===== src/hw/rtl/psd_pkg.sv =====
// Shared definitions for the per-pixel standard deviation block.
// Holds constants, opcodes, the controller state type and the command/status structs.
// No dependencies.
package psd_pkg;

    localparam int PIXELS      = 4096;
    localparam int ADDR_W      = $clog2(PIXELS);
    localparam int PC_W        = ADDR_W + 1;
    localparam int MAX_IMAGES  = 256;
    localparam int IMG_W       = $clog2(MAX_IMAGES) + 1;
    localparam int SAMPLE_W    = 16;
    localparam int SUM_W       = 24;
    localparam int SQ_W        = 40;
    localparam int SQ_HALF_W   = SQ_W / 2;
    localparam int MUL_W       = 24;
    localparam int PROD_W      = 2 * MUL_W;
    localparam int NUM_W       = 48;
    localparam int DEN_W       = 16;
    localparam int QUO_W       = 64;
    localparam int ROOT_W      = QUO_W / 2;
    localparam int SD_W        = 24;
    localparam int STEP_W      = 6;
    localparam int DIV_STEPS   = QUO_W;
    localparam int SQRT_STEPS  = ROOT_W;

    typedef enum logic [1:0] {
        ACT_ADD   = 2'd0,
        ACT_READ  = 2'd1,
        ACT_CLEAR = 2'd2,
        ACT_NONE  = 2'd3
    } action_t;

    localparam logic [1:0] ST_OK      = 2'd0;
    localparam logic [1:0] ST_FEW     = 2'd1;
    localparam logic [1:0] ST_PARTIAL = 2'd2;

    typedef enum logic [3:0] {
        S_IDLE,
        S_ACC,
        S_MUL_SQ,
        S_MUL_LO,
        S_MUL_HI,
        S_DIV_INIT,
        S_DIV,
        S_SQRT,
        S_DONE
    } state_t;

    typedef struct packed {
        logic acc_start;
        logic read_start;
        logic clear;
        logic acc_write;
        logic mul_sq;
        logic mul_lo;
        logic mul_hi;
        logic div_init;
        logic div_step;
        logic sqrt_step;
        logic out_load;
    } cmd_t;

    typedef struct packed {
        logic series_full;
        logic few_images;
        logic partial;
        logic out_free;
    } stat_t;

endpackage


===== src/hw/rtl/psd_ctrl.sv =====
// Controller state machine for the per-pixel standard deviation block.
// Depends on psd_pkg; drives commands into psd_datapath.
module psd_ctrl
(
    input  logic              clk,
    input  logic              rst_n,
    input  logic              in_valid,
    input  logic [1:0]        action,
    output logic              in_stall,
    output psd_pkg::cmd_t     cmd,
    input  psd_pkg::stat_t    stat
);

    psd_pkg::state_t             state_reg;
    psd_pkg::state_t             state_next;
    logic [psd_pkg::STEP_W-1:0]  step_reg;
    logic [psd_pkg::STEP_W-1:0]  step_next;
    logic                        idle_valid;

    assign idle_valid = (state_reg == psd_pkg::S_IDLE) && in_valid;

    always_ff @(posedge clk or negedge rst_n)
    begin
        if (!rst_n)
        begin
            state_reg <= psd_pkg::S_IDLE;
            step_reg  <= '0;
        end
        else
        begin
            state_reg <= state_next;
            step_reg  <= step_next;
        end
    end

    // Next state.
    always_comb
    begin
        state_next = state_reg;
        unique case (state_reg)
            psd_pkg::S_IDLE:
            begin
                if (in_valid)
                begin
                    unique case (psd_pkg::action_t'(action))
                        psd_pkg::ACT_ADD:
                        begin
                            if (!stat.series_full)
                            begin
                                state_next = psd_pkg::S_ACC;
                            end
                        end
                        psd_pkg::ACT_READ:
                        begin
                            if (stat.few_images || stat.partial)
                            begin
                                state_next = psd_pkg::S_DONE;
                            end
                            else
                            begin
                                state_next = psd_pkg::S_MUL_SQ;
                            end
                        end
                        default:
                        begin
                            state_next = psd_pkg::S_IDLE;
                        end
                    endcase
                end
            end
            psd_pkg::S_ACC:      state_next = psd_pkg::S_IDLE;
            psd_pkg::S_MUL_SQ:   state_next = psd_pkg::S_MUL_LO;
            psd_pkg::S_MUL_LO:   state_next = psd_pkg::S_MUL_HI;
            psd_pkg::S_MUL_HI:   state_next = psd_pkg::S_DIV_INIT;
            psd_pkg::S_DIV_INIT: state_next = psd_pkg::S_DIV;
            psd_pkg::S_DIV:
            begin
                if (step_reg == psd_pkg::STEP_W'(psd_pkg::DIV_STEPS - 1))
                begin
                    state_next = psd_pkg::S_SQRT;
                end
            end
            psd_pkg::S_SQRT:
            begin
                if (step_reg == psd_pkg::STEP_W'(psd_pkg::SQRT_STEPS - 1))
                begin
                    state_next = psd_pkg::S_DONE;
                end
            end
            psd_pkg::S_DONE:
            begin
                if (stat.out_free)
                begin
                    state_next = psd_pkg::S_IDLE;
                end
            end
            default:     state_next = psd_pkg::S_IDLE;
        endcase
    end

    // The step counter restarts whenever the state changes.
    always_comb
    begin
        if (state_next != state_reg)
        begin
            step_next = '0;
        end
        else
        begin
            step_next = step_reg + 1'b1;
        end
    end

    // Outputs.
    always_comb
    begin
        in_stall       = (state_reg != psd_pkg::S_IDLE);
        cmd            = '0;
        cmd.acc_start  = idle_valid && (action == psd_pkg::ACT_ADD) && !stat.series_full;
        cmd.read_start = idle_valid && (action == psd_pkg::ACT_READ);
        cmd.clear      = idle_valid && (action == psd_pkg::ACT_CLEAR);
        cmd.acc_write  = (state_reg == psd_pkg::S_ACC);
        cmd.mul_sq     = (state_reg == psd_pkg::S_MUL_SQ);
        cmd.mul_lo     = (state_reg == psd_pkg::S_MUL_LO);
        cmd.mul_hi     = (state_reg == psd_pkg::S_MUL_HI);
        cmd.div_init   = (state_reg == psd_pkg::S_DIV_INIT);
        cmd.div_step   = (state_reg == psd_pkg::S_DIV);
        cmd.sqrt_step  = (state_reg == psd_pkg::S_SQRT);
        cmd.out_load   = (state_reg == psd_pkg::S_DONE) && stat.out_free;
    end

endmodule


===== config.mk =====
export PLATFORM = sky130hd
export DESIGN_NAME = psd_ctrl
export DESIGN_NICKNAME = d
export VERILOG_FILES = /design/src/hw/rtl/psd_pkg.sv /design/src/hw/rtl/psd_ctrl.sv
export SDC_FILE = /design/constraint.sdc
export NUM_CORES = 1
export LEC_CHECK = 0
export BUFFER_PORTS_ARGS = -buffer_cell sky130_fd_sc_hd__buf_4
export CAP_MARGIN = 25
export CELL_PAD_IN_SITES_DETAIL_PLACEMENT = 1
export CELL_PAD_IN_SITES_GLOBAL_PLACEMENT = 1
export CORE_UTILIZATION = 36
export CTS_BUF_LIST = sky130_fd_sc_hd__clkbuf_16
export DETAILED_ROUTE_END_ITERATION = 7
export GPL_TIMING_DRIVEN = 0
export MAX_ROUTING_LAYER = met4
export PLACE_DENSITY_LB_ADDON = 0.12
export SLEW_MARGIN = 20
export SYNTH_ARGS = -nofsm -noshare
export SYNTH_HDL_FRONTEND = slang
export SYNTH_SLANG_ARGS = --single-unit

===== constraint.sdc =====
create_clock -name clk -period 2.35 [get_ports clk]
set_input_delay 0.47 -clock clk [delete_from_list [all_inputs] [get_ports clk]]
set_output_delay 0.47 -clock clk [all_outputs]
set_load 0.01 [all_outputs]

==> impl_metrics.toml, run 1 <==
[clocking]
cts_root_buf = "clkbuf_16"
clk_latency_ps = 240
htreeDepth = 1
post_cts_buffers = 0
cts.repair.resized = 0
path_clk_slew_ps = 40
ctsHoldBuffers = 0
cts_buffers = 3
clock-sinks = 10
cts_tree = "done"
max-clock-path-buffers = 2

[worst_setup_path]
crit_fanout = 5
required_ps = 1880
cp-start-kind = "flip-flop"
cp-end-kind = "primary output"
path_class = "flip-flop to primary output"
crit_arrival_ps = 1720
worst-r2r-cell-count = 5

[cells_and_area]
fin_cells = 125
register_area_um2 = 250
area_growth_pct = 37.0
fin_nets = 111
largest_reg_flops = 6
multi_input_area_um2 = 420
diodes = 0
drive_above_1_share = 0.300
nFillCells = 217

[floorplanning]
ioPinCount = 21
die_area_mm2 = 0.00213
core_area_mm2 = 0.00178
dieWidth_um = 46.2
rows = 15
start_util = 0.394
fp.dieH_um = 46.2

[grt]
grt_pass1_wl_mm = 3.05
grt.overflow.total = 0
first_global_vias = 688
antenna_found_initial = 0
grt_start_max_net_pins = 11
track_usage = 0.213

[sta]
setup_viol = 0
final-max-slew-violation-count = 0
fmax_ghz = 0.457
rsz0062_at_grt = "no"
min_period_over_period = 0.931
fin_skew_ps = 3.51
tightest_slew_ps = 599
slew_headroom = 0.599
period_minus_slack_ps = 2190
tns_ps = 0
hold_violations = 0

[detailed_routing]
drc = 0
wl_per_cell_um = 15.4
dr.pass1.iters = 2
drtIter0Drc = 2
vias_per_cell = 5.49
antenna_left = 0
vias = 686
drt_wl_total_mm = 1.93

[synthesis]
synth-edff-count = 0
synth_top_area_cell = "dfrtp_1"
syn_area_per_cell_um2 = 9.25
synth.distinct_cells = 36
syn_area_um2 = 703
synth-seq-cells = 10
syn_inst = 76
synth_warnings = 0
synthTopCellsByArea = "dfrtp_1, nor4_1, xor2_1"
netlist.area_leader.share = 0.356
async_reset_ff_frac = 1.00
yosysSeqAreaShare = 0.356
syn-num-nets = 86
synth_flop_cell = "dfrtp_1"

[power_and_ir_drop]
powerDensity_mw_per_mm2 = 1110
ir_worst_vdd_v = 0.000779
power.leakage_nw = 0.455

[hold_path]
holdCritPathClass = "input pin to async pin"

[run]
maxCapViolCount = 0

[place]
place.gp.congestion = 0.795
numPortBuffers = 20
dpl.hpwl_mm = 1.44
dp_cells = 121

[outcome]
status = "completed"
layout make-up:
cell class,instances,share of cell area
clock buffer,3,0.0779
buffer,4,0.0182
multi-input combinational,58,0.436
tap,25,0.0325
sequential,10,0.260
clock inverter,1,0.00390
inverter,4,0.0156
timing repair buffer,20,0.156
worst max-delay path, cell delays in order (launching register included):
cell     delay (ps)
dfrtp_1         420
or4_4           610
nor4_4          280
buf_4           180
cells by family (layout without fill, tap and decap cells):
family / after synthesis / in the layout / synth area share
buf+inv: 8 / 32 / 0.0463
flops: 10 / 10 / 0.356
compound gates: 15 / 15 / 0.178
xor+xnor: 5 / 5 / 0.0623
fa+ha+maj: 1 / 1 / 0.0178
simple gates: 37 / 37 / 0.340
synthesized netlist by cell type (3+ instances only):
master   number
nand3_1       3
nor3_1        5
nand2_1       3
dfrtp_1      10
nor2_1        6
nor4_1        8
inv_1         4
xor2_1        3
power breakdown:
group	leakage [nW]	total [mW]	switching, mW	internal, mW
Combinational	0.298	0.463	0.259	0.204
Clock	0.0385	0.299	0.0760	0.223
Sequential	0.118	0.308	0.0663	0.242
Total	0.455	1.07	0.402	0.668
path summary, 6_finish.rpt:
| check | slack [ps] | from | endpoint |
|---|---|---|---|
| worst max register to register | 380 | step_reg[0]$_DFF_PN0_ | step_reg[5]$_DFF_PN0_ |
| worst min register to register | 500 | step_reg[0]$_DFF_PN0_ | step_reg[0]$_DFF_PN0_ |
| max in group asynchronous | 2150 | rst_n | step_reg[2]$_DFF_PN0_ |
| worst min-delay path | 60 | rst_n | state_reg[3]$_DFF_PN0_ |
| min in group clk | 490 | stat[2] | state_reg[3]$_DFF_PN0_ |
| worst max-delay path | 160 | state_reg[2]$_DFF_PN0_ | cmd[10] |
cells in the final DEF (no fill, tap or decap), types with 3 or more instances in the layout:
cell | Yosys | routed
inv_1 | 4 | 4
buf_4 | 0 | 20
nor4_1 | 8 | 8
nor3_1 | 5 | 5
nand2_1 | 3 | 3
dfrtp_1 | 10 | 10
nand3_1 | 3 | 3
xor2_1 | 3 | 3
nor2_1 | 6 | 6
clkbuf_16 | 0 | 3
metrics by stage:
stage | setup WS [ps] | hold slack, ps | instance area (um^2) | util | total power [mW]
floorplan | 570 | 174 | 703 | - | 0.618
global placement | 415 | 304 | 885 | 0.496 | 0.759
CTS | 150 | 56.3 | 963 | 0.540 | 1.09
detailed placement | 371 | 306 | 885 | 0.496 | 0.774
finish | 162 | 55.8 | 963 | 0.540 | 1.07
global route | 115 | 64.7 | 963 | 0.540 | 1.14
per-layer routing:
| metal | share of wire | wire length, um | track usage |
|---|---|---|---|
| met5 | 0 | 0 | - |
| met4 | 0.011 | 22 | 0.0882 |
| met3 | 0.030 | 57 | 0.0353 |
| met2 | 0.53 | 1010 | 0.380 |
| met1 | 0.43 | 834 | 0.229 |
No activity file was read; power rests on OpenSTA's default activity.
==> inputs of run 2 (changes only) <==
--- a/config.mk
+++ b/config.mk
@@ -5,6 +5,7 @@
 export SDC_FILE = /design/constraint.sdc
 export NUM_CORES = 1
 export LEC_CHECK = 0
+export ABC_AREA = 1
 export BUFFER_PORTS_ARGS = -buffer_cell sky130_fd_sc_hd__buf_4
 export CAP_MARGIN = 25
 export CELL_PAD_IN_SITES_DETAIL_PLACEMENT = 1
==> impl_metrics.toml, run 2 <==
[outcome]
status = "completed"

[detailed_routing]
antenna_left = 0
drt_wl_total_mm = 2.00
dr.pass1.iters = 4
drc = 0
wl_per_cell_um = 12.9
vias = 768
drtIter0Drc = 9
vias_per_cell = 4.95

[floorplanning]
dieWidth_um = 48.7
start_util = 0.392
fp.dieH_um = 48.7
rows = 16
ioPinCount = 21
die_area_mm2 = 0.00237
core_area_mm2 = 0.00200

[clocking]
clock-sinks = 10
cts.repair.resized = 0
max-clock-path-buffers = 2
clk_latency_ps = 230
cts_tree = "done"
cts_buffers = 3
ctsHoldBuffers = 0
path_clk_slew_ps = 40
post_cts_buffers = 0
htreeDepth = 1
cts_root_buf = "clkbuf_16"

[sta]
period_minus_slack_ps = 1830
fmax_ghz = 0.545
tightest_slew_ps = 269
fin_skew_ps = 0.395
layout_setup_ws_ps = 515
hold_violations = 0
hold_slack_ps = 61.3
min_period_over_period = 0.781
final-max-slew-violation-count = 0
slew_headroom = 0.821
setup_viol = 0
tns_ps = 0
rsz0062_at_grt = "no"

[place]
dp_cells = 152
dpl.hpwl_mm = 1.61
numPortBuffers = 20
dp_slack_ps = 622
place.gp.congestion = 0.892

[worst_setup_path]
crit_fanout = 6
cp-end-kind = "primary output"
crit_arrival_ps = 1360
crit_chain = "nor2_2, nand3_2, nor2_1, buf_4"
cp-start-kind = "flip-flop"
required_ps = 1880
path_class = "flip-flop to primary output"
cpLargestDelayFamily = "simple AND/OR/NAND/NOR gates"
path_buf_inv = 1
max_stage_delay_ps = 460
crit_path_top_delay_cell = "dfrtp_1"

[synthesis]
synth-edff-count = 0
syn-num-nets = 115
syn_area_um2 = 785
synth_flop_cell = "dfrtp_1"
synth_warnings = 0
synth_commonest_cells = "nor2_1, nand2_1, inv_1"
synth.distinct_cells = 24
netlist.area_leader.share = 0.319
syn_area_per_cell_um2 = 7.47
synth.most_common_cell = "nor2_1"
async_reset_ff_frac = 1.00
synth-seq-cells = 10
synth_top_area_cell = "dfrtp_1"
yosysSeqAreaShare = 0.319
synthTopCellsByArea = "dfrtp_1, nor2_1, nor3_2"
syn_inst = 105

[cells_and_area]
register_area_um2 = 250
mostFrequentLayoutCells = "buf_4, nor2_1, nand2_1, inv_1"
multi_input_area_um2 = 470
layout_commonest_cell = "buf_4"
fin_nets = 140
nFillCells = 262
fin_cells = 155
drive_above_1_share = 0.383
largest_reg_flops = 6
area_growth_pct = 33.0
diodes = 0

[power_and_ir_drop]
powerDensity_mw_per_mm2 = 1200
ir_worst_vdd_v = 0.000710
power.leakage_nw = 0.509
total_power_mw = 1.25

[grt]
grt_start_max_net_pins = 11
grt_pass1_wl_mm = 3.57
first_global_vias = 778
antenna_found_initial = 0
track_usage = 0.204
grt.overflow.total = 0

[run]
maxCapViolCount = 0

[hold_path]
holdCritPathClass = "input pin to async pin"
-- run 2: changes by cell type after synthesis, sizes merged, moves of 4 or more --
cell / previous run / this run
nor3: 6 / 10
nor4: 9 / 0
nor2: 6 / 23
nand3: 3 / 13
inv: 4 / 14
nand2: 3 / 20
-- run 2: cell families after synthesis --
family / synth area share
fa+ha+maj: 0.0159
buf+inv: 0.0813
compound gates: 0.0479
xor+xnor: 0.0447
simple gates: 0.491
flops: 0.319
-- run 2: power breakdown --
group | switching, mW | leakage (nW) | internal (mW)
clock | 0.0683 | 0.0370 | 0.220
sequential | 0.0451 | 0.134 | 0.211
combinational | 0.462 | 0.338 | 0.245
-- run 2: layout make-up --
class	instances	area share
Timing Repair Buffer	20	0.144
Multi-Input combinational cell	80	0.451
Inverter	14	0.0504
Buffer	1	0.0108
Sequential cell	10	0.240
Tap cell	27	0.0324
Clock buffer	3	0.0719
-- run 2: metrics by stage --
step	cell area [um^2]	util
3_3_place_gp	968	0.484
5_1_grt	1040	0.521
3_5_place_dp	968	0.484
4_1_cts	1040	0.521
2_1_floorplan	785	-
6_report	1040	0.521
-- run 2: path summary, 6_finish.rpt --
check	to	from	slack, ps	cells after the start
worst min register to register	step_reg[0]$_DFF_PN0_	step_reg[0]$_DFF_PN0_	480	1
max in group asynchronous	step_reg[1]$_DFF_PN0_	rst_n	2140	1
worst max register to register	step_reg[2]$_DFF_PN0_	step_reg[0]$_DFF_PN0_	620	9
worst min-delay path	state_reg[2]$_DFF_PN0_	rst_n	60	1
worst max-delay path	cmd[10]	state_reg[0]$_DFF_PN0_	520	4
min in group clk	step_reg[0]$_DFF_PN0_	step_reg[0]$_DFF_PN0_	480	1
-- run 2: routing by layer --
| metal | vias to the layer above | GRT usage | share of wire |
|---|---|---|---|
| li1 | 386 | - | - |
| met1 | 365 | 0.261 | 0.46 |
| met2 | 13 | 0.319 | 0.50 |
| met3 | 4 | 0.0597 | 0.038 |
| met4 | 0 | 0.0441 | 0.0095 |
| met5 | - | - | 0 |
==> inputs of run 3 (changes only) <==
--- a/config.mk
+++ b/config.mk
@@ -10,7 +10,7 @@
 export CAP_MARGIN = 25
 export CELL_PAD_IN_SITES_DETAIL_PLACEMENT = 1
 export CELL_PAD_IN_SITES_GLOBAL_PLACEMENT = 1
-export CORE_UTILIZATION = 36
+export CORE_UTILIZATION = 32
 export CTS_BUF_LIST = sky130_fd_sc_hd__clkbuf_16
 export DETAILED_ROUTE_END_ITERATION = 7
 export GPL_TIMING_DRIVEN = 0
==> constraint.sdc (replaced) <==
create_clock -name clk -period 1.65 [get_ports clk]
set_input_delay 0.33 -clock clk [delete_from_list [all_inputs] [get_ports clk]]
set_output_delay 0.33 -clock clk [all_outputs]
set_load 0.01 [all_outputs]
==> impl_metrics.toml, run 3 (synthesized netlist as in run 2, its figures left out) <==
[clocking]
path_clk_slew_ps = 40
cts_buffers = 3
cts_root_buf = "clkbuf_16"
clk_latency_ps = 240
htreeDepth = 1
max-clock-path-buffers = 2
clock-sinks = 10
cts_tree = "done"

[worst_setup_path]
r2r_start = "step_reg[1]$_DFF_PN0_"
crit_arrival_ps = 1280
reg2reg_setup_slack_ps = 70
path_class = "flip-flop to primary output"
required_ps = 1320
worst-r2r-cell-count = 9
crit_chain = "nor2_4, nand3_2, nor3_1, buf_4"
cp-end-kind = "primary output"
max_stage_delay_ps = 460
crit_fanout = 5
cp-start-kind = "flip-flop"
crit_path_top_delay_cell = "dfrtp_2"
r2r-end = "step_reg[4]$_DFF_PN0_"

[place]
dpl.hpwl_mm = 1.64
place.gp.congestion = 0.829
numPortBuffers = 20

[sta]
min_period_over_period = 0.978
setup_viol = 0
fin_skew_ps = 2.65
hold_violations = 0
rsz0062_at_grt = "yes"
fmax_ghz = 0.620
period_minus_slack_ps = 1610
final-max-slew-violation-count = 0
slew_headroom = 0.824
tightest_slew_ps = 262
tns_ps = 0

[floorplanning]
dieWidth_um = 51.5
ioPinCount = 21
die_area_mm2 = 0.00265
start_util = 0.348
core_area_mm2 = 0.00225
rows = 17
fp.dieH_um = 51.5

[grt]
use_met3 = 0.0702
first_global_vias = 764
track_usage = 0.191
grt_pass1_wl_mm = 3.43
busiest_layer = "met2"
grt_start_max_net_pins = 11
gr-usage-met1 = 0.244
grt_use_met2 = 0.271
antenna_found_initial = 0
grt.overflow.total = 0

[detailed_routing]
drc = 0
vias_per_cell = 4.80
drt_wl_total_mm = 2.18
wl_per_cell_um = 13.3
vias = 788
antenna_left = 0
dr.pass1.iters = 3
drtIter0Drc = 2

[power_and_ir_drop]
ir_worst_vdd_v = 0.00104
powerDensity_mw_per_mm2 = 1670
power.leakage_nw = 0.552

[cells_and_area]
register_area_um2 = 254
multi_input_area_um2 = 537
area_growth_pct = 49.6
final_util = 0.521
largest_reg_flops = 6
layout_commonest_cell = "buf_4"
nFillCells = 299
fin_nets = 147
mostFrequentLayoutCells = "buf_4, nor2_1, nand2_1, inv_1, nand3_1"
diodes = 0
drive_above_1_share = 0.471

[run]
maxCapViolCount = 0

[outcome]
status = "completed"

[hold_path]
holdCritPathClass = "input pin to async pin"
[run 3: how the worst max path moves through the flow]
stage                            from                     to  depth (start not counted)
2_1_floorplan   step_reg[0]$_DFF_PN0_  step_reg[2]$_DFF_PN0_                          8
3_3_place_gp    step_reg[0]$_DFF_PN0_  step_reg[0]$_DFF_PN0_                          9
3_5_place_dp    step_reg[0]$_DFF_PN0_  step_reg[4]$_DFF_PN0_                          9
4_1_cts        state_reg[3]$_DFF_PN0_                 cmd[9]                          4
5_1_grt        state_reg[1]$_DFF_PN0_  step_reg[2]$_DFF_PN0_                         10
6_report       state_reg[2]$_DFF_PN0_                 cmd[9]                          4
[run 3: stage by stage]
stage / std cells / hold WS (ps) / power, mW / area, um^2 / worst slack, ps
after floorplan: 105 / 34.4 / 1.08 / 785 / 167
after global placement: 153 / 163 / 1.35 / 970 / -20.9
after detailed placement: 153 / 168 / 1.38 / 970 / -84.4
after CTS: 159 / 462 / 1.86 / 1090 / 4.92
after global routing: 164 / 471 / 2.11 / 1170 / -45.0
final: 164 / 464 / 1.96 / 1170 / 36.6
[run 3: area by class of cell]
| cell class | instances | area share |
|---|---|---|
| timing repair buffer | 27 | 0.175 |
| inverter | 14 | 0.0448 |
| tap | 28 | 0.0299 |
| clock buffer | 3 | 0.0640 |
| buffer | 1 | 0.00959 |
| clock inverter | 1 | 0.00320 |
| sequential | 10 | 0.216 |
| multi-input combinational | 80 | 0.457 |
[run 3: routing by layer]
metal  share of wire  wire length (um)  vias up
met3           0.046               100        4
met2            0.48              1050       15
li1                -                 -      401
met4           0.014                31        0
met5               0                 0        -
met1            0.46               996      368
[run 3: worst max-delay path: cells and delay by family, from the launching register on]
| kind | cells | cell delay, ps |
|---|---|---|
| simple gates | 3 | 430 |
| flops | 1 | 460 |
| buf+inv | 1 | 150 |
[run 3: what timing repair did]
item                                    CTS  global route
pin swaps                                 2             6
endpoints found under the hold margin    10             0
resized for setup                         9             8
endpoints found under the setup margin    8             9
hold buffers                              1             0
buffers inserted                          1             5
[run 3: power by group]
group,switching (mW),internal (mW),leakage (nW)
logic,0.711,0.437,0.383
registers,0.0786,0.305,0.130
clock network,0.115,0.318,0.0385
